**config.mk**
```make
export PLATFORM = sky130hd
export DESIGN_NAME = divergence_episode_tracker
export DESIGN_NICKNAME = d
export VERILOG_FILES = /design/src/sv/det_pkg.sv /design/src/sv/det_cfg.sv /design/src/sv/det_front.sv /design/src/sv/det_queue.sv /design/src/sv/det_back.sv /design/src/sv/divergence_episode_tracker.sv
export SDC_FILE = /design/constraint.sdc
export NUM_CORES = 1
export LEC_CHECK = 0
export ABC_AREA = 1
export BUFFER_PORTS_ARGS = -buffer_cell sky130_fd_sc_hd__buf_2
export CAP_MARGIN = 40
export CORE_UTILIZATION = 40
export CTS_CLUSTER_DIAMETER = 40
export DETAILED_ROUTE_END_ITERATION = 7
export HOLD_SLACK_MARGIN = 0.03
export PLACE_DENSITY = 0.56
export SYNTH_ARGS = -nofsm -noshare
export SYNTH_HDL_FRONTEND = slang
export SYNTH_SLANG_ARGS = --single-unit
export TNS_END_PERCENT = 30
```
**constraint.sdc**
```tcl
create_clock -name clk -period 4.5 [get_ports clk]
set_input_delay 0 -clock clk [delete_from_list [all_inputs] [get_ports clk]]
set_output_delay 0 -clock clk [all_outputs]
set_load 0.02 [all_outputs]
```
**src/sv/det_pkg.sv**
```systemverilog
// Package for the divergence episode tracker.
// Holds default widths, register indexes, the phase type and the configuration struct.
// Depends on nothing; every other file imports it.
`default_nettype none

package det_pkg;

    localparam int DEF_TICK_BITS  = 32;
    localparam int DEF_RUN_BITS   = 16;
    localparam int DEF_SCORE_BITS = 32;

    localparam int THR_BITS      = 32;
    localparam int LIMIT_BITS    = 16;
    localparam int CFG_DATA_BITS = 32;
    localparam int CFG_IDX_BITS  = 2;
    localparam int QUEUE_DEPTH   = 2;

    localparam logic [THR_BITS-1:0]   THRESHOLD_RST  = 32'd65536;
    localparam logic [LIMIT_BITS-1:0] HYSTERESIS_RST = 16'd3;
    localparam logic [LIMIT_BITS-1:0] CHRONIC_RST    = 16'd10;

    typedef enum logic [CFG_IDX_BITS-1:0] {
        REG_THRESHOLD  = 2'd0,
        REG_HYSTERESIS = 2'd1,
        REG_CHRONIC    = 2'd2
    } cfg_idx_t;

    typedef enum logic [2:0] {
        PH_NORMAL     = 3'd0,
        PH_DIVERGING  = 3'd1,
        PH_CHRONIC    = 3'd2,
        PH_CONVERGING = 3'd3,
        PH_CONVERGED  = 3'd4
    } phase_t;

    typedef struct packed {
        logic signed [THR_BITS-1:0] threshold;
        logic [LIMIT_BITS-1:0]      hyst_limit;
        logic [LIMIT_BITS-1:0]      chronic_limit;
    } cfg_t;

endpackage

`default_nettype wire

```
**src/sv/det_cfg.sv**
```systemverilog
// Configuration register file of the divergence episode tracker.
// Takes register writes and presents the settings as one struct; uses det_pkg.
`default_nettype none

module det_cfg (
    input  wire logic                               clk,
    input  wire logic                               rst_n,
    input  wire logic                               cfg_valid,
    output logic                                    cfg_ready,
    input  wire logic [det_pkg::CFG_IDX_BITS-1:0]   cfg_index,
    input  wire logic [det_pkg::CFG_DATA_BITS-1:0]  cfg_data,
    output det_pkg::cfg_t                           cfg
);
    import det_pkg::*;

    cfg_t cfg_reg;
    cfg_t cfg_next;

    assign cfg_ready = 1'b1;
    assign cfg       = cfg_reg;

    always_comb
    begin
        cfg_next = cfg_reg;
        if (cfg_valid && cfg_ready)
        begin
            case (cfg_index)
                REG_THRESHOLD:  cfg_next.threshold = $signed(cfg_data[THR_BITS-1:0]);
                REG_HYSTERESIS: cfg_next.hyst_limit = cfg_data[LIMIT_BITS-1:0];
                REG_CHRONIC:    cfg_next.chronic_limit = cfg_data[LIMIT_BITS-1:0];
                default:        cfg_next = cfg_reg;
            endcase
        end
    end

    always_ff @(posedge clk or negedge rst_n)
    begin
        if (!rst_n)
        begin
            cfg_reg.threshold     <= $signed(THRESHOLD_RST);
            cfg_reg.hyst_limit    <= HYSTERESIS_RST;
            cfg_reg.chronic_limit <= CHRONIC_RST;
        end
        else
        begin
            cfg_reg <= cfg_next;
        end
    end

endmodule

`default_nettype wire

```
**src/sv/det_front.sv**
```systemverilog
// Front end of the divergence episode tracker.
// Accepts readings, classifies each against the threshold and pushes it to the queue.
// Uses det_pkg.
`default_nettype none

module det_front #(
    parameter int TICK_BITS  = det_pkg::DEF_TICK_BITS,
    parameter int SCORE_BITS = det_pkg::DEF_SCORE_BITS
) (
    input  wire logic                               item_valid,
    output logic                                    item_stall,
    input  wire logic [TICK_BITS-1:0]               tick,
    input  wire logic signed [SCORE_BITS-1:0]       score,
    input  wire logic signed [det_pkg::THR_BITS-1:0] threshold,
    input  wire logic                               q_full,
    output logic                                    push,
    output logic [TICK_BITS+SCORE_BITS:0]           push_data
);
    import det_pkg::*;

    localparam int CMP_BITS = (SCORE_BITS > THR_BITS) ? SCORE_BITS : THR_BITS;

    logic signed [CMP_BITS-1:0] score_ext;
    logic signed [CMP_BITS-1:0] thr_ext;
    logic                       above;

    assign score_ext  = CMP_BITS'(score);
    assign thr_ext    = CMP_BITS'(threshold);
    assign above      = (score_ext >= thr_ext);
    assign item_stall = q_full;
    assign push       = item_valid && !item_stall;
    assign push_data  = {above, score, tick};

endmodule

`default_nettype wire

```
**src/sv/det_queue.sv**
```systemverilog
// Short queue between the front and back ends of the divergence episode tracker.
// Holds classified readings in a small register array; uses det_pkg for its default depth.
`default_nettype none

module det_queue #(
    parameter int DATA_BITS = 65,
    parameter int DEPTH     = det_pkg::QUEUE_DEPTH
) (
    input  wire logic                 clk,
    input  wire logic                 rst_n,
    input  wire logic                 push,
    input  wire logic [DATA_BITS-1:0] push_data,
    input  wire logic                 pop,
    output logic                      full,
    output logic                      not_empty,
    output logic [DATA_BITS-1:0]      head
);
    import det_pkg::*;

    localparam int PTR_BITS = (DEPTH > 1) ? $clog2(DEPTH) : 1;
    localparam int CNT_BITS = $clog2(DEPTH + 1);
    localparam logic [PTR_BITS-1:0] LAST_PTR = PTR_BITS'(DEPTH - 1);
    localparam logic [CNT_BITS-1:0] FULL_CNT = CNT_BITS'(DEPTH);

    logic [DATA_BITS-1:0] mem [DEPTH];
    logic [PTR_BITS-1:0]  wr_ptr_reg;
    logic [PTR_BITS-1:0]  wr_ptr_next;
    logic [PTR_BITS-1:0]  rd_ptr_reg;
    logic [PTR_BITS-1:0]  rd_ptr_next;
    logic [CNT_BITS-1:0]  count_reg;
    logic [CNT_BITS-1:0]  count_next;
    logic                 do_pop;

    assign full      = (count_reg == FULL_CNT);
    assign not_empty = (count_reg != '0);
    assign head      = mem[rd_ptr_reg];
    assign do_pop    = pop && not_empty;

    always_comb
    begin
        wr_ptr_next = wr_ptr_reg;
        rd_ptr_next = rd_ptr_reg;
        count_next  = count_reg;
        if (push)
        begin
            wr_ptr_next = (wr_ptr_reg == LAST_PTR) ? '0 : wr_ptr_reg + 1'b1;
        end
        if (do_pop)
        begin
            rd_ptr_next = (rd_ptr_reg == LAST_PTR) ? '0 : rd_ptr_reg + 1'b1;
        end
        if (push && !do_pop)
        begin
            count_next = count_reg + 1'b1;
        end
        else if (do_pop && !push)
        begin
            count_next = count_reg - 1'b1;
        end
    end

    always_ff @(posedge clk)
    begin
        if (push)
        begin
            mem[wr_ptr_reg] <= push_data;
        end
    end

    always_ff @(posedge clk or negedge rst_n)
    begin
        if (!rst_n)
        begin
            wr_ptr_reg <= '0;
            rd_ptr_reg <= '0;
            count_reg  <= '0;
        end
        else
        begin
            wr_ptr_reg <= wr_ptr_next;
            rd_ptr_reg <= rd_ptr_next;
            count_reg  <= count_next;
        end
    end

endmodule

`default_nettype wire

```
**src/sv/det_back.sv**
```systemverilog
// Back end of the divergence episode tracker.
// Runs the run counters, the phase machine and the episode records, and holds the report.
// Uses det_pkg.
`default_nettype none

module det_back #(
    parameter int TICK_BITS  = det_pkg::DEF_TICK_BITS,
    parameter int RUN_BITS   = det_pkg::DEF_RUN_BITS,
    parameter int SCORE_BITS = det_pkg::DEF_SCORE_BITS
) (
    input  wire logic                         clk,
    input  wire logic                         rst_n,
    input  wire det_pkg::cfg_t                cfg,
    input  wire logic                         q_valid,
    input  wire logic [TICK_BITS+SCORE_BITS:0] q_data,
    output logic                              q_pop,
    output logic                              rpt_valid,
    input  wire logic                         rpt_stall,
    output logic [2:0]                        phase,
    output logic                              converged,
    output logic [TICK_BITS-1:0]              start_tick,
    output logic [TICK_BITS-1:0]              settle_tick,
    output logic [TICK_BITS-1:0]              converge_span,
    output logic signed [SCORE_BITS-1:0]      peak_score,
    output logic signed [SCORE_BITS-1:0]      latest_score
);
    import det_pkg::*;

    localparam int RC_BITS = (RUN_BITS > LIMIT_BITS) ? RUN_BITS : LIMIT_BITS;

    logic [TICK_BITS-1:0]         in_tick;
    logic signed [SCORE_BITS-1:0] in_score;
    logic                         in_above;

    phase_t                       phase_reg;
    phase_t                       phase_next;
    logic [RUN_BITS-1:0]          above_run_reg;
    logic [RUN_BITS-1:0]          above_run_next;
    logic [RUN_BITS-1:0]          below_run_reg;
    logic [RUN_BITS-1:0]          below_run_next;
    logic [TICK_BITS-1:0]         start_reg;
    logic [TICK_BITS-1:0]         start_next;
    logic [TICK_BITS-1:0]         end_reg;
    logic [TICK_BITS-1:0]         end_next;
    logic signed [SCORE_BITS-1:0] peak_reg;
    logic signed [SCORE_BITS-1:0] peak_next;
    logic signed [SCORE_BITS-1:0] last_reg;
    logic                         valid_reg;
    logic                         valid_next;

    logic hyst_met;
    logic chronic_met;
    logic new_episode;
    logic settle_set;
    logic settle_clear;

    assign in_tick  = q_data[TICK_BITS-1:0];
    assign in_score = $signed(q_data[TICK_BITS+SCORE_BITS-1:TICK_BITS]);
    assign in_above = q_data[TICK_BITS+SCORE_BITS];

    assign q_pop = q_valid && (!valid_reg || !rpt_stall);

    always_comb
    begin
        if (in_above)
        begin
            above_run_next = (above_run_reg == '1) ? above_run_reg : above_run_reg + 1'b1;
            below_run_next = '0;
        end
        else
        begin
            above_run_next = '0;
            below_run_next = (below_run_reg == '1) ? below_run_reg : below_run_reg + 1'b1;
        end
    end

    assign hyst_met    = (RC_BITS'(below_run_next) >= RC_BITS'(cfg.hyst_limit));
    assign chronic_met = (RC_BITS'(above_run_next) >= RC_BITS'(cfg.chronic_limit));

    always_comb
    begin
        phase_next = phase_reg;
        case (phase_reg)
            PH_NORMAL:
            begin
                if (in_above)
                begin
                    phase_next = PH_DIVERGING;
                end
            end
            PH_DIVERGING:
            begin
                if (!in_above && hyst_met)
                begin
                    phase_next = PH_CONVERGED;
                end
                else if (chronic_met)
                begin
                    phase_next = PH_CHRONIC;
                end
            end
            PH_CHRONIC:
            begin
                if (!in_above)
                begin
                    phase_next = PH_CONVERGING;
                end
            end
            PH_CONVERGING:
            begin
                if (in_above)
                begin
                    phase_next = PH_CHRONIC;
                end
                else if (hyst_met)
                begin
                    phase_next = PH_CONVERGED;
                end
            end
            PH_CONVERGED:
            begin
                if (in_above)
                begin
                    phase_next = PH_DIVERGING;
                end
            end
            default:
            begin
                phase_next = phase_reg;
            end
        endcase
    end

    always_comb
    begin
        new_episode  = 1'b0;
        settle_set   = 1'b0;
        settle_clear = 1'b0;
        case (phase_reg)
            PH_NORMAL:
            begin
                new_episode = in_above;
            end
            PH_DIVERGING, PH_CONVERGING:
            begin
                settle_set = !in_above && hyst_met;
            end
            PH_CONVERGED:
            begin
                new_episode  = in_above;
                settle_clear = in_above;
            end
            default:
            begin
                new_episode = 1'b0;
            end
        endcase
    end

    always_comb
    begin
        start_next = new_episode ? in_tick : start_reg;
        if (settle_set)
        begin
            end_next = in_tick;
        end
        else if (settle_clear)
        begin
            end_next = '0;
        end
        else
        begin
            end_next = end_reg;
        end
        if (new_episode || (in_score > peak_reg))
        begin
            peak_next = in_score;
        end
        else
        begin
            peak_next = peak_reg;
        end
        if (q_pop)
        begin
            valid_next = 1'b1;
        end
        else
        begin
            valid_next = valid_reg && rpt_stall;
        end
    end

    always_ff @(posedge clk or negedge rst_n)
    begin
        if (!rst_n)
        begin
            phase_reg     <= PH_NORMAL;
            above_run_reg <= '0;
            below_run_reg <= '0;
            start_reg     <= '0;
            end_reg       <= '0;
            peak_reg      <= '0;
            last_reg      <= '0;
            valid_reg     <= 1'b0;
        end
        else
        begin
            valid_reg <= valid_next;
            if (q_pop)
            begin
                phase_reg     <= phase_next;
                above_run_reg <= above_run_next;
                below_run_reg <= below_run_next;
                start_reg     <= start_next;
                end_reg       <= end_next;
                peak_reg      <= peak_next;
                last_reg      <= in_score;
            end
        end
    end

    assign rpt_valid    = valid_reg;
    assign phase        = phase_reg;
    assign converged    = (phase_reg == PH_CONVERGED);
    assign start_tick   = start_reg;
    assign settle_tick  = end_reg;
    assign peak_score   = peak_reg;
    assign latest_score = last_reg;

    always_comb
    begin
        if ((end_reg == '0) || (start_reg == '0) || (end_reg <= start_reg))
        begin
            converge_span = '0;
        end
        else
        begin
            converge_span = end_reg - start_reg;
        end
    end

endmodule

`default_nettype wire

```
**src/sv/divergence_episode_tracker.sv**
```systemverilog
// Top level of the divergence episode tracker.
// Connects det_cfg, det_front, det_queue and det_back; uses det_pkg.
//
//  channel   handshake             payload
//  item      item_valid/item_stall tick, score
//  report    rpt_valid/rpt_stall   phase, converged, start_tick, settle_tick,
//                                  converge_span, peak_score, latest_score
//  config    cfg_valid/cfg_ready   cfg_index, cfg_data
//
// One reading is accepted per cycle while item_stall is low; its report is registered as
// the back end takes it, so the sustained rate is one reading per clock while no report
// stall holds it. A two-entry queue separates front and back, and the report register
// lets the back end pop a new reading as a waiting report is taken. A held report stall
// fills the queue and then raises item_stall. Reset spares only the queue storage.
`default_nettype none

module divergence_episode_tracker #(
    parameter int TICK_BITS  = det_pkg::DEF_TICK_BITS,
    parameter int RUN_BITS   = det_pkg::DEF_RUN_BITS,
    parameter int SCORE_BITS = det_pkg::DEF_SCORE_BITS
) (
    input  wire logic                              clk,
    input  wire logic                              rst_n,
    input  wire logic                              cfg_valid,
    output logic                                   cfg_ready,
    input  wire logic [det_pkg::CFG_IDX_BITS-1:0]  cfg_index,
    input  wire logic [det_pkg::CFG_DATA_BITS-1:0] cfg_data,
    input  wire logic                              item_valid,
    output logic                                   item_stall,
    input  wire logic [TICK_BITS-1:0]              tick,
    input  wire logic signed [SCORE_BITS-1:0]      score,
    output logic                                   rpt_valid,
    input  wire logic                              rpt_stall,
    output logic [2:0]                             phase,
    output logic                                   converged,
    output logic [TICK_BITS-1:0]                   start_tick,
    output logic [TICK_BITS-1:0]                   settle_tick,
    output logic [TICK_BITS-1:0]                   converge_span,
    output logic signed [SCORE_BITS-1:0]           peak_score,
    output logic signed [SCORE_BITS-1:0]           latest_score
);
    import det_pkg::*;

    localparam int ITEM_BITS = TICK_BITS + SCORE_BITS + 1;

    cfg_t                 cfg;
    logic                 q_full;
    logic                 q_not_empty;
    logic                 push;
    logic                 pop;
    logic [ITEM_BITS-1:0] push_data;
    logic [ITEM_BITS-1:0] head;

    det_cfg u_cfg (
        .clk       (clk),
        .rst_n     (rst_n),
        .cfg_valid (cfg_valid),
        .cfg_ready (cfg_ready),
        .cfg_index (cfg_index),
        .cfg_data  (cfg_data),
        .cfg       (cfg)
    );

    det_front #(
        .TICK_BITS  (TICK_BITS),
        .SCORE_BITS (SCORE_BITS)
    ) u_front (
        .item_valid (item_valid),
        .item_stall (item_stall),
        .tick       (tick),
        .score      (score),
        .threshold  (cfg.threshold),
        .q_full     (q_full),
        .push       (push),
        .push_data  (push_data)
    );

    det_queue #(
        .DATA_BITS (ITEM_BITS),
        .DEPTH     (QUEUE_DEPTH)
    ) u_queue (
        .clk       (clk),
        .rst_n     (rst_n),
        .push      (push),
        .push_data (push_data),
        .pop       (pop),
        .full      (q_full),
        .not_empty (q_not_empty),
        .head      (head)
    );

    det_back #(
        .TICK_BITS  (TICK_BITS),
        .RUN_BITS   (RUN_BITS),
        .SCORE_BITS (SCORE_BITS)
    ) u_back (
        .clk           (clk),
        .rst_n         (rst_n),
        .cfg           (cfg),
        .q_valid       (q_not_empty),
        .q_data        (head),
        .q_pop         (pop),
        .rpt_valid     (rpt_valid),
        .rpt_stall     (rpt_stall),
        .phase         (phase),
        .converged     (converged),
        .start_tick    (start_tick),
        .settle_tick   (settle_tick),
        .converge_span (converge_span),
        .peak_score    (peak_score),
        .latest_score  (latest_score)
    );

endmodule

`default_nettype wire

```
Word level (Yosys, flattened, before mapping)
Memory sizes are Yosys's and may differ from the RTL's.
Cells that the tools add are included.
{"block": "classes", "add_sub_neg": 7, "order_cmp": 5, "n_eq_ne": 13, "muxes": 24, "reduce_logical": 34}
{"cell": "$mux 32", "count": 3}
{"cell": "$logic_not 32->1", "count": 2}
{"cell": "$mux 16", "count": 4}
{"cell": "$add 16x1->16 const B", "count": 2}
{"cell": "$eq 16x16->1 const B", "count": 2}
{"cell": "$ge 16x16->1", "count": 2}
{"cell": "$ge 32x32->1", "count": 1}
{"cell": "$gt 32x32->1", "count": 1}
{"cell": "$le 32x32->1", "count": 1}
{"cell": "$sub 32x32->32", "count": 1}
{"cell": "$mux 3", "count": 6}
{"cell": "$pmux 3 s4", "count": 1}
{"cell": "$reduce_and 2->1", "count": 6}
{"cell": "$mux 1", "count": 8}
{"cell": "$logic_and 1x1->1", "count": 7}
{"cell": "$eq 3x2->1 const B", "count": 2}
{"cell": "$logic_not 1->1", "count": 6}
{"cell": "$ne 3x1->1 const B", "count": 2}
{"cell": "$reduce_and 6->1", "count": 1}
{"cell": "$reduce_bool 2->1", "count": 3}
{"cell": "$eq 2x2->1 const B", "count": 2}
{"cell": "$logic_or 1x1->1", "count": 4}
{"cell": "$mux 2", "count": 2}
{"cell": "$reduce_bool 4->1", "count": 1}
{"cell": "11 further kinds", "count": 13}
{"block": "word_totals", "register_bits": 232, "ram_bits": 130, "input_bits": 103, "output_inout_bits": 167, "wordCells": 98, "memories": 1}
{"memory": "u_queue.mem", "words": 2, "width": 65, "rd": 1, "rd_ports_with_merged_regs": 0, "write_ports": 1, "line": "det_queue.sv:25", "text": "logic [DATA_BITS-1:0] mem [DEPTH];"}

Depth between registers and ports, before layout
Gate-level depths: netlist of run 1.
{"block": "depth", "ltp_word": 8, "depth_mapped": 26, "mapped_depth_nobuf": 25}

By module
From an unflattened synthesis of run 1, not the netlist that was laid out.
{"block": "hier_totals", "hier_cells": 2441, "hier_area_um2": 20324.5}
{"module": "det_back", "instances": 1, "cells_each": 1576, "area_per_inst_um2": 11378.4, "seq_area_each_um2": 4103.9}
{"module": "det_queue", "instances": 1, "cells_each": 367, "area_per_inst_um2": 4932.2, "seq_area_each_um2": 4003.8}
{"module": "det_cfg", "instances": 1, "cells_each": 285, "area_per_inst_um2": 2610.0, "seq_area_each_um2": 1607.8}
{"module": "det_front", "instances": 1, "cells_each": 213, "area_per_inst_um2": 1403.8, "seq_area_each_um2": 0.0}

Least setup slack after synthesis of run 1
OpenSTA, ideal clock, no wires.
{"block": "synth_timing", "path_type": "register to register", "from": "register u_queue.count_reg[1]", "to": "memory u_queue.mem[1][0] (enable)", "setup_ns": 0.490, "arrival_time_ns": 3.365, "t_required_ns": 4.010, "path_slack_ns": 0.645, "stages_incl_launch_ff": 4, "n_path_buf": 0, "synth_period_minus_slack_ns": 3.855, "cell_sequence": "dfrtp_1 inv_1 o21ai_0 nor2_1"}
{"block": "synth_via", "elab_chain_len": 5}
{"element": "from (decl)", "line": "det_queue.sv:30", "text": "logic [CNT_BITS-1:0] count_reg;"}
{"element": "from (signal assigned)", "line": "det_queue.sv:82", "text": "count_reg <= count_next;"}
{"element": "$eq 2x2->1", "line": "det_queue.sv:34", "text": "assign full = (count_reg == FULL_CNT);"}
{"element": "$logic_not 1->1", "line": "det_front.sv:31", "text": "assign push = item_valid && !item_stall;"}
{"element": "$logic_and 1x1->1", "line": "det_front.sv:31"}
{"element": "$mux 1", "line": "det_queue.sv:64", "text": "if (push)"}
{"element": "$mux 1 (implied by the code)", "line": "det_queue.sv:66", "text": "mem[wr_ptr_reg] <= push_data;"}
{"element": "to (decl)", "line": "det_queue.sv:25"}
Every way passes these cells.

Worst setup path in the final report of run 1
{"block": "layout_timing", "from": "register u_back.start_reg[0] (netlist: u_back.start_tick[0])", "to": "output converge_span[30]"}
{"block": "layout_via", "elab_chain_len": 4, "word_cells_on_any_way": 6, "classes_between": "1 x add/sub; 1 x order compare; 1 x mux; 3 x reduce/logical"}
{"element": "from (decl)", "line": "det_back.sv:41", "text": "logic [TICK_BITS-1:0] start_reg;"}
{"element": "from (signal assigned)", "line": "det_back.sv:214", "text": "start_reg <= start_next;"}
{"element": "parallel branches: the longest is 3 deep, another holds $le 32x32->1"}
{"element": "$mux 32 *", "line": "det_back.sv:232", "text": "if ((end_reg == '0) || (start_reg == '0) || (end_reg <= start_reg))"}
{"element": "to (decl)", "line": "divergence_episode_tracker.sv:38", "text": "output logic [TICK_BITS-1:0] converge_span,"}
Every way passes the cells marked *.

==> summary.txt, run 1 <==
Finish
  – Final-layout fill cell count: 4,494
  – Share of cells above drive strength 1: 0.157
  – Area grow syn2layout: 24.9%
  – Final Cell Area: ~0.024 mm2
  – Max FFs per register: 130
  – Storage cell area: 0.00972 mm2
  – Multi-input gate area: 0.00832 mm2
  – Final nets: 2,829

Floorplanning
  – Core Region: 0.0476 mm2
  – IO Pins: 270
  – Initial Utilization: 0.405
  – Die Y: between 200 and 250 um
  – Die W: 222 um
  – Row count: 80
  – Die area: 0.0491 mm2

Power
  – Pwr per Cell Area: 662 mW/mm2
  – Clock Power Share: 0.243
  – Maximum vdd drop: between 0.3 and 0.4 mV
  – P_int: 9.03 mW
  – Gate power share: 0.437
  – Sequential power share: 0.320
  – Net switching power: 6.92 mW
  – Net Sw Frac: 0.434
  – Leak: 12.0 nW

Routing
  – Pre-antenna DRT Iters: 5
  – Vias per inst: 5.01
  – Iter 0 DRT Violations: 903
  – Routed length per instance: 16.8 um
  – Antenna Violating Nets Remaining: 0
  – DR vias: 16,300
  – Detailed-route wire length: 54,800 um
  – DRC viols: 0

Synthesis
  – Synth Flop Type: dfrtp_1
  – Avg Cell Area, Syn: 8.70 um2
  – Seq/Total Area, Yosys: 0.504
  – Synth Instances: 2,216
  – Post-synth ARST share: 0.641
  – Ys Warns: 0
  – Syn Nets: 2,451
  – Yosys cell types: between 40 and 50
  – EDFF count, synth: between 100 and 150
  – Synthesized cell area: 0.0193 mm2
  – Register bit total from synthesis: ~360

Place
  – DPL Wire Length: approximately 40,000 um
  – GPL Wtd Cong: 0.950
  – DP Worst Slack: 0.978 ns
  – I/O Buffers: 268
  – Post-DP Area: 0.0213 mm2

Min path
  – Min-delay worst type: in -> async

Clocking
  – Clk_lat worst skew: 0.57 ns
  – H-tree depth: 2
  – CTS root buf: clkbuf_16
  – Total CTS buffers: 49
  – Clock transition at path regs: 0.06 ns
  – Clk buf depth: 3
  – Setup repair bufs after CTS: 0
  – CTS sink cnt: 362
  – CTS tree: built

Worst setup path
  – Crit path capture type: output port
  – CP startpoint kind: register
  – WS Path Type: reg -> out
  – Worst-path fanout max: 32
  – Req. time, crit path: about 4.5 ns
  – CP Data Arrival Time: ~3.7 ns

Global routing
  – Pin count of the biggest net entering global routing: approximately 120
  – Number of global-route vias before repair: 16,000
  – Antenna violations before repair: 1
  – Global-route wire length before repair: 86,600 um
  – Aggregate global-route resource usage: 0.222
  – Congestion Overflow GR: 0

Timing
  – Fmax: between 200 and 300 MHz
  – Layout Skew: 0.0224 ns
  – Final Slew Violations: 0
  – Setup tns final: 0 ns
  – Tmin final: 3.69 ns
  – Worst rel slew slack: 0.298
  – Worst-margin pin slew: between 1 and 1.5 ns
  – Fin crit share: 0.821
  – RSZ-0062 raised after global routing: no
  – # setup viols final: 0
  – Setup ws final: 0.807 ns
  – Final hold violation count: 0

Status
  – Status: completed

Run
  – Max_cap viols: 0
-- final timing paths --
path	startpoint	end	slack, ns	cells after the start
worst min-delay path	rst_n	u_back.start_tick[28]	0.06	2
worst min register to register	u_cfg.cfg[48]	u_cfg.cfg[48]	0.48	2
min in group clk	tick[2]	u_queue.mem[0][2]	0.17	2
worst max-delay path	u_back.start_tick[0]	converge_span[30]	0.81	14
worst max register to register	u_queue.rd_ptr_reg	u_back.peak_score[22]	1.00	14
max in group asynchronous	rst_n	u_back.settle_tick[24]	3.16	3
-- power by group through the flow --
stage | logic, mW | clock network, mW | registers (mW)
final | 6.97 | 3.87 | 5.10
after global routing | 7.80 | 4.09 | 5.19
after CTS | 7.00 | 3.97 | 5.10
after detailed placement | 6.91 | 0 | 5.15
after global placement | 6.75 | 0 | 5.15
after floorplan | 4.33 | 0 | 5.46
-- kinds of logic (layout without fill, tap and decap cells) --
family                     Yosys count  after routing  share of synthesized area
buffers and inverters              318            737                     0.0661
other                                1              2                   0.000195
adders and majority gates          132            132                     0.0861
muxes                               32             32                     0.0166
DFF                                362            362                      0.504
xor gates and xnor gates            36             36                     0.0164
AOI/OAI and AO/OA                  355            355                     0.0993
and+or+nand+nor                    980            980                      0.211
-- critical path: stages (launching register included) --
cell and delay (ns):
dfrtp_1 0.50, ha_1 0.30, inv_1 0.08, fa_1 0.28
nand3_1 0.10, nand2_1 0.14, nand2_1 0.08, nand3_2 0.12
nand2_1 0.09, nand2_2 0.12, nand2_1 0.06, o211ai_1 0.11
nand3_2 0.55, a21oi_1 0.37, buf_2 0.22
-- layout by cell type (no fill, tap or decap), types with 9 or more instances in the layout --
cell and n:
nand3_1 86, inv_6 10, a31oi_1 41, nand4_1 32, a21oi_1 116, xor2_1 13, dlygate4sd3_1 107, dfrtp_1 226
clkbuf_16 53, ha_1 131, buf_4 13, nand2_1 592, buf_2 267, nor2_1 210, nor3_1 15, xnor2_1 23
edfxtp_1 130, o21ai_0 160, inv_1 246, mux2i_1 32, clkbuf_1 9
-- per-layer routing --
| layer | GRT usage | vias up | share of wire |
|---|---|---|---|
| li1 | - | 8113 | - |
| met1 | 0.296 | 7630 | 0.45 |
| met2 | 0.373 | 462 | 0.47 |
| met3 | 0.0311 | 92 | 0.052 |
| met4 | 0.0728 | 0 | 0.030 |
| met5 | 0 | - | 0 |
-- Yosys cell counts, types with 3 or more instances --
cell type  count  area share
o21ai_2        3      0.0014
a21oi_1      116       0.030
nor4_1         7      0.0023
nand3_2        6      0.0031
nand3b_1       3      0.0012
inv_1        246       0.048
edfxtp_1     130        0.20
dfstp_2        5      0.0068
dfrtp_1      227        0.29
nor3_1        15      0.0039
inv_2          4     0.00078
o21ai_1        6      0.0016
or2_2          6      0.0019
nor2_1       212       0.041
mux2i_1       32       0.017
xor2_1        13      0.0059
clkbuf_1      36      0.0070
xnor2_1       23       0.010
nor2_2         3     0.00097
nand2_1      593        0.12
buf_6          6      0.0035
nor3_2         4      0.0021
nand2_2        4      0.0013
o21bai_1       7      0.0027
o21a_1         8      0.0031
a31oi_1       41       0.013
a21o_1         8      0.0031
nand4_1       32       0.010
nand3_1       86       0.022
o21ai_0      160       0.042
buf_2         23      0.0060
ha_1         131       0.085
-- cell type report --
class | instances | share of cell area
Sequential cell | 362 | 0.404
Multi-Input combinational cell | 1536 | 0.346
Timing Repair Buffer | 395 | 0.111
Clock buffer | 65 | 0.0582
Inverter | 250 | 0.0390
Tap cell | 615 | 0.0320
Clock inverter | 27 | 0.0106
Antenna cell | 1 | 0.000104
-- stage by stage --
step / total power [mW] / hold slack (ns) / instances / utilization
floorplan: 9.80 / -0.296 / 2216 / -
global route: 17.1 / 0.157 / 3251 / 0.505
finish: 15.9 / 0.0593 / 3251 / 0.505
global placement: 11.9 / 0.178 / 3045 / 0.445
detailed placement: 12.1 / 0.182 / 3051 / 0.448
CTS: 16.1 / 0.135 / 3250 / 0.505
-- timing repair --
item | CTS | global route
hold endpoints to repair | 309 | 0
hold buffers | 107 | 0
setup endpoints to repair | 0 | 0
resized for setup | 0 | 0
No activity file was read; power rests on OpenSTA's default activity.
==> run 2, diff against run 1 <==
PLACE_DENSITY = 0.58   (was 0.56)
clock period = 3.3 ns   (was 4.5 ns; I/O delays follow)
==> run 2 against run 1 <==
Compared with the run above: clock-buffer cell count is 8 lower; critical path depth grew 8; sequential share of layout area fell by 0.70 points; utilization grew 0.90 points; final cell count is 0.65% higher; wire length increased by 1.9%; setup slack got worse by 0.59 ns; die area is the same; via count grew 0.23%; sequential power is 34% higher; worst hold slack lost 0.047 ns; final area grew 1.8%.
==> summary.txt, run 2 (synthesis results as in run 1) <==
Worst setup path
  – Crit-path cells: ha_2 -> nand3_2 -> nor3_4 -> and2_4 -> nand3_4 -> nor2_2 -> nor2_1 -> nor2_1 -> o21ai_1 -> inv_1 -> ha_1 -> a21oi_1 -> o21ai_0 -> nand2_1 -> nand2_1 -> nand2_1 -> nand2_1 -> nor2_2 -> nand3_2 -> nand2_1 -> nand2_1 -> nand2_1 (was ha_1 -> inv_1 -> fa_1 -> nand3_1 -> nand2_1 -> nand2_1 -> nand3_2 -> nand2_1 -> nand2_2 -> nand2_1 -> o211ai_1 -> nand3_2 -> a21oi_1 -> buf_2)
  – CP startpoint kind: register (unchanged)
  – Slowest-stage cell, CP: dfrtp_1 (was nand3_2)
  – Crit path max-delay family: simple AND/OR/NAND/NOR gates (unchanged)
  – CP Data Arrival Time: 3.59 ns (was 3.69 ns)
  – Crit path capture type: register (was output port)
  – Req. time, crit path: 3.81 ns (was 4.50 ns)
  – WS Path Type: reg -> reg (was reg -> out)
  – Max incr delay on CP: 0.39 ns (was 0.55 ns)
  – Worst-path fanout max: 4 (was 32)
  – Most frequent CP cell: nand2_1 (unchanged)
  – CP bufs+invs: 1 (was 2)

Global routing
  – Global-route wire length before repair: 87,400 um (was 86,600 um)
  – GRT met1 Usage: 0.300 (was 0.296)
  – Congestion Overflow GR: 0 (unchanged)
  – Grt peak-use layer: met2 (unchanged)
  – Number of global-route vias before repair: 16,100 (was 16,000)
  – Antenna violations before repair: 1 (unchanged)
  – Met2 Use GR: 0.371 (was 0.373)
  – Pin count of the biggest net entering global routing: 83 (was 122)
  – Global-route met3 utilization: 0.0321 (was 0.0311)
  – Aggregate global-route resource usage: 0.224 (was 0.222)

Finish
  – Most common cell after layout, fill and taps aside: nand2_1 (unchanged)
  – Final Cell Area: 0.0245 mm2 (was 0.0241 mm2)
  – Final nets: 2,849 (was 2,829)
  – Most frequent cells in the layout: 589 x nand2_1, 267 x buf_2, 246 x inv_1 (was 592 x nand2_1, 267 x buf_2, 246 x inv_1)
  – Share of cells above drive strength 1: 0.175 (was 0.157)
  – Area grow syn2layout: 27.1% (was 24.9%)
  – Max FFs per register: 130 (unchanged)
  – Non-filler cells, final: 3,272 (was 3,251)

Floorplanning
  – Die Y: 222 um (unchanged)
  – Initial Utilization: 0.405 (unchanged)
  – Row count: 80 (unchanged)
  – Core Region: 0.0476 mm2 (unchanged)
  – Die W: 222 um (unchanged)
  – IO Pins: 270 (unchanged)
  – Die area: 0.0491 mm2 (unchanged)

Clocking
  – CTS root buf: clkbuf_16 (unchanged)
  – CTS tree: built (unchanged)
  – Clk buf depth: 3 (unchanged)
  – Clock transition at path regs: 0.06 ns (about the same)
  – H-tree depth: 2 (unchanged)
  – CTS sink cnt: 362 (unchanged)
  – Total CTS buffers: 50 (was 49)
  – Clk_lat worst skew: 0.57 ns (about the same)

Routing
  – Detailed-route wire length: 55,800 um (was 54,800 um)
  – DR vias: 16,300 (about the same)
  – Routed length per instance: 17.1 um (was 16.8 um)
  – Vias per inst: 4.99 (was 5.01)
  – Pre-antenna DRT Iters: 5 (unchanged)
  – Antenna Violating Nets Remaining: 0 (unchanged)
  – Iter 0 DRT Violations: 981 (was 903)
  – DRC viols: 0 (unchanged)

Timing
  – Fmax: 324 MHz
  – Layout Skew: 0.0136 ns (was 0.0224 ns)
  – # setup viols final: 0 (unchanged)
  – Fin crit share: 0.934
  – Worst rel slew slack: 0.453 (was 0.298)
  – Final Slew Violations: 0 (unchanged)
  – Tmin final: 3.08 ns
  – Worst-margin pin slew: 0.820 ns (was 1.05 ns)
  – Final hold violation count: 0 (unchanged)
  – Setup tns final: 0 ns (unchanged)

Place
  – DPL Wire Length: 41,100 um (was 40,300 um)
  – Placed cell count: 3,065 (was 3,051)
  – Post-DP Area: 0.0215 mm2 (was 0.0213 mm2)
  – GPL Wtd Cong: 0.919 (was 0.950)
  – I/O Buffers: 268 (unchanged)

Min path
  – Min-delay worst type: in -> async (unchanged)

Power
  – Leak: 12.2 nW (was 12.0 nW)
  – Maximum vdd drop: 0.488 mV (was 0.305 mV)
  – Pwr per Cell Area: 913 mW/mm2 (was 662 mW/mm2)

Status
  – Status: completed (unchanged)

Run
  – Max_cap viols: 0 (unchanged)
## run 2: cell count changes in the layout (fill, tap and decap cells not counted), moves of 5 or more
cell / previous run / this run
a21oi_1: 116 / 111
clkbuf_1: 9 / 3
a21oi_2: 0 / 5
buf_4: 13 / 28
buf_12: 3 / 9
## run 2: metal layers
metal,vias up,wire [um]
met1,7669,24900
met5,-,0
met3,84,2910
met4,0,1650
li1,8160,-
met2,421,26400
## run 2: path summary, 6_finish.rpt
path / startpoint / endpoint / slack (ns) / cells past startpoint
setup / recovery: u_back.above_run_reg[1] / u_back.phase[0] / 0.22 / 22
hold / removal: rst_n / u_back.start_tick[28] / 0.01 / 2
setup reg to reg: u_back.above_run_reg[1] / u_back.phase[0] / 0.22 / 22
hold reg to reg: u_cfg.cfg[46] / u_cfg.cfg[46] / 0.48 / 2
max in group asynchronous: rst_n / u_back.rpt_valid / 2.35 / 3
min in group clk: item_valid / u_queue.wr_ptr_reg / 0.10 / 5
## run 2: through the flow
stage	power (mW)	hold slack, ns	worst slack [ns]	util
2_1_floorplan	13.3	-0.296	-0.550	-
3_3_place_gp	16.4	0.0615	0.140	0.450
3_5_place_dp	16.6	0.0452	0.0244	0.451
4_1_cts	22.4	0.0355	0.0128	0.510
5_1_grt	24.0	0.0662	-0.0114	0.514
6_report	22.4	0.0127	0.217	0.514
## run 2: area by class of cell
| cell class | count | area (um2) |
|---|---|---|
| clock buffer | 57 | 1350 |
| multi-input combinational | 1536 | 8420 |
| tap | 615 | 769 |
| sequential | 362 | 9720 |
| timing repair buffer | 414 | 2870 |
| antenna | 1 | 2.50 |
| clock inverter | 37 | 424 |
| inverter | 250 | 938 |
| fill | 4559 | 23100 |
## run 2: repair_timing
action	in CTS	in global routing
endpoints found under the hold margin	374	0
endpoints found under the setup margin	1	61
buffers inserted	0	5
gates cloned	0	3
pin swaps	0	2
resized for setup	1	25
hold buffers	104	0
## run 2: worst register-to-register path, cell delays in order, from the launching register on
cell     delay, ns
dfrtp_1       0.39
ha_2          0.24
nand3_2       0.15
nor3_4        0.18
and2_4        0.22
nand3_4       0.09
nor2_2        0.18
nor2_1        0.07
nor2_1        0.08
o21ai_1       0.10
inv_1         0.07
ha_1          0.23
a21oi_1       0.16
o21ai_0       0.09
nand2_1       0.06
nand2_1       0.05
nand2_1       0.07
nand2_1       0.06
nor2_2        0.14
nand3_2       0.14
nand2_1       0.13
nand2_1       0.06
nand2_1       0.06
## run 2: where the power goes
part	switching, mW	leakage [nW]	total [mW]	internal [mW]
Clock	2.22	0.872	5.65	3.43
Combinational	6.59	7.24	9.87	3.28
Sequential	0.869	4.11	6.84	5.97
==> run 3, diff against run 2 <==
CORE_UTILIZATION = 49   (was 40)
PLACE_DENSITY = 0.7   (was 0.58)
RECOVER_POWER = 50   (was unset)
==> run 3 against run 2 <==
Compared with the run above: the flow now finishes with violations (max-capacitance violations, max-slew violations); clock skew is 0.0045 ns higher; clock-buffer cell count is 7 lower; flip-flop and latch count stayed put; first-iteration DRC count is 42% higher; via count is 2.5% higher; non-clock buffer count is 11 lower.
==> summary.txt, run 3 (synthesis results as in run 1) <==
Status
  – Status: finished with violations (was completed)
  – Violated checks: max-capacitance violations, max-slew violations

Power
  – Maximum vdd drop: 0.657 mV (was 0.488 mV)
  – Overall power: 21.5 mW (was 22.4 mW)
  – P_int: 11.9 mW (was 12.7 mW)
  – Net switching power: 9.55 mW (was 9.68 mW)
  – Net Sw Frac: 0.445 (was 0.433)
  – Clock Power Share: 0.230 (was 0.253)
  – Sequential power share: 0.319 (was 0.306)
  – Leak: 11.6 nW (was 12.2 nW)
  – Gate power share: 0.451 (was 0.441)
  – Pwr per Cell Area: 903 mW/mm2 (was 913 mW/mm2)

Finish
  – Multi-input gate area: 0.00841 mm2 (was 0.00842 mm2)
  – N_diodes: 0 (was 1)
  – Area grow syn2layout: 23.4% (was 27.1%)
  – Finished Core Util: 0.614 (was 0.514)
  – Max FFs per register: 130 (unchanged)
  – Final-layout fill cell count: 3,335 (was 4,559)
  – Most common cell after layout, fill and taps aside: nand2_1 (unchanged)
  – Most frequent cells in the layout: 589 x nand2_1, 246 x inv_1, 226 x dfrtp_1 (was 589 x nand2_1, 267 x buf_2, 246 x inv_1)
  – Share of cells above drive strength 1: 0.116 (was 0.175)
  – Final nets: 2,833 (was 2,849)
  – Storage cell area: 0.00972 mm2 (about the same)
  – Final Cell Area: 0.0238 mm2 (was 0.0245 mm2)

Global routing
  – Congestion Overflow GR: 0 (unchanged)
  – Antenna violations before repair: 0 (was 1)
  – Global-route wire length before repair: 87,800 um (was 87,400 um)
  – Aggregate global-route resource usage: 0.275 (was 0.224)
  – Number of global-route vias before repair: 16,500 (was 16,100)
  – Pin count of the biggest net entering global routing: 116 (was 83)

Routing
  – DR WL met3: 3240 um (was 2910 um)
  – DR vias: 16,700 (was 16,300)
  – Pre-antenna DRT Iters: 5 (unchanged)
  – Max layer used: met4 (unchanged)
  – Antenna Violating Nets Remaining: 0 (unchanged)
  – Post-route met1 wirelength: 24,000 um (was 24,900 um)
  – DRC viols: 0 (unchanged)
  – Met2 WL post-DR: 27,200 um (was 26,400 um)
  – Vias per inst: 5.32 (was 4.99)
  – Detailed-route wire length: 55,900 um (was 55,800 um)
  – Routed length per instance: 17.7 um (was 17.1 um)
  – Iter 0 DRT Violations: 1,395 (was 981)

Place
  – DPL Wire Length: 39,600 um (was 41,100 um)
  – I/O Buffers: 268 (unchanged)
  – Post-DP Area: 0.0213 mm2 (was 0.0215 mm2)
  – GPL Wtd Cong: 0.965 (was 0.919)

Worst setup path
  – CP Data Arrival Time: 3.53 ns (was 3.59 ns)
  – Crit path capture type: register (unchanged)
  – WS Path Type: reg -> reg (unchanged)
  – Req. time, crit path: 3.74 ns (was 3.81 ns)
  – Worst-path fanout max: 8 (was 4)
  – CP startpoint kind: register (unchanged)

Floorplanning
  – Die Y: 200 um (was 222 um)
  – Die area: 0.0401 mm2 (was 0.0491 mm2)
  – Row count: 72 (was 80)
  – Core Region: 0.0387 mm2 (was 0.0476 mm2)
  – Initial Utilization: 0.498 (was 0.405)
  – IO Pins: 270 (unchanged)
  – Die W: 200 um (was 222 um)

Clocking
  – Total CTS buffers: 45 (was 50)
  – CTS sink cnt: 362 (unchanged)
  – CTS tree: built (unchanged)
  – H-tree depth: 2 (unchanged)
  – CTS root buf: clkbuf_16 (unchanged)
  – Clock transition at path regs: 0.06 ns (about the same)
  – Clk buf depth: 3 (unchanged)
  – Clk_lat worst skew: 0.55 ns (was 0.57 ns)

Timing
  – Final Slew Violations: 51 (was 0)
  – # setup viols final: 0 (unchanged)
  – Final Hold Slack: 0.0775 ns (was 0.0127 ns)
  – Layout Skew: 0.0182 ns (was 0.0136 ns)
  – Worst-margin pin slew: 2.03 ns (was 0.820 ns)
  – Tmin final: 3.09 ns (was 3.08 ns)
  – Worst rel slew slack: -0.352 (was 0.453)
  – Fin crit share: 0.936 (was 0.934)
  – Fmax: 324 MHz (about the same)
  – Setup tns final: 0 ns (unchanged)
  – Final hold violation count: 0 (unchanged)

Run
  – Max_cap viols: 1 (was 0)

Min path
  – Min-delay worst type: in -> reg (was in -> async)
run 3: metal layers:
metal,vias up,global-route usage
met5,-,0
met4,0,0.0769
met3,97,0.0366
met2,565,0.470
met1,7950,0.366
li1,8134,-
run 3: power by group through the flow:
stage               clock [mW]  sequential [mW]  combinational, mW
floorplan                    0             7.44               5.91
global placement             0             6.87               9.39
detailed placement           0             6.90               9.60
CTS                       5.00             6.83               9.77
global route              5.19             6.98               10.7
finish                    4.93             6.86               9.69
run 3: critical path, cell delays in order, from the launching register on:
cell,delay (ns)
dfrtp_1,0.36
ha_2,0.23
nand3_4,0.10
nor2_4,0.12
nand2_2,0.10
nor2_4,0.16
nand2_4,0.10
inv_2,0.08
nor2_2,0.05
nand2_1,0.05
nand2_1,0.05
nand3_1,0.09
inv_1,0.06
ha_1,0.26
nand2_1,0.07
nor2_2,0.14
nand4_1,0.09
nand3_1,0.09
nand2_1,0.06
nand2_2,0.09
nand3_2,0.10
nand2_2,0.10
nand2_4,0.10
clkbuf_16,0.21
nand2_1,0.06
nand2_1,0.05
run 3: through the flow:
stage / worst slack (ns) / cells
2_1_floorplan: -0.550 / 2216
3_3_place_gp: 0.0834 / 2960
3_5_place_dp: -0.0513 / 2962
4_1_cts: 0.0408 / 3146
5_1_grt: -0.0320 / 3150
6_report: 0.212 / 3150
run 3: timing repair:
| item | 4_1_cts | 5_1_grt |
|---|---|---|
| pin swaps | 0 | 2 |
| gates cloned | 0 | 3 |
| hold buffers | 102 | 0 |
| resized for setup | 3 | 22 |
| hold endpoints to repair | 310 | 0 |
| endpoints found under the setup margin | 33 | 67 |
| setup buffers | 1 | 1 |
run 3: area by class of cell:
| cell class | instances | share of cell area |
|---|---|---|
| inverter | 250 | 0.0394 |
| sequential | 362 | 0.409 |
| tap | 518 | 0.0272 |
| multi-input combinational | 1536 | 0.353 |
| clock inverter | 31 | 0.0145 |
| timing repair buffer | 403 | 0.108 |
| clock buffer | 50 | 0.0490 |
run 3: final timing paths:
check	startpoint	endpoint	slack (ns)	cells past startpoint
hold reg to reg	u_cfg.cfg[25]	u_cfg.cfg[25]	0.48	2
setup / recovery	u_back.below_run_reg[1]	u_back.settle_tick[31]	0.21	25
min in group asynchronous	rst_n	u_back.start_tick[27]	0.10	2
max in group asynchronous	rst_n	u_cfg.cfg[13]	1.20	3
hold / removal	item_valid	u_queue.wr_ptr_reg	0.08	5
setup reg to reg	u_back.below_run_reg[1]	u_back.settle_tick[31]	0.21	25
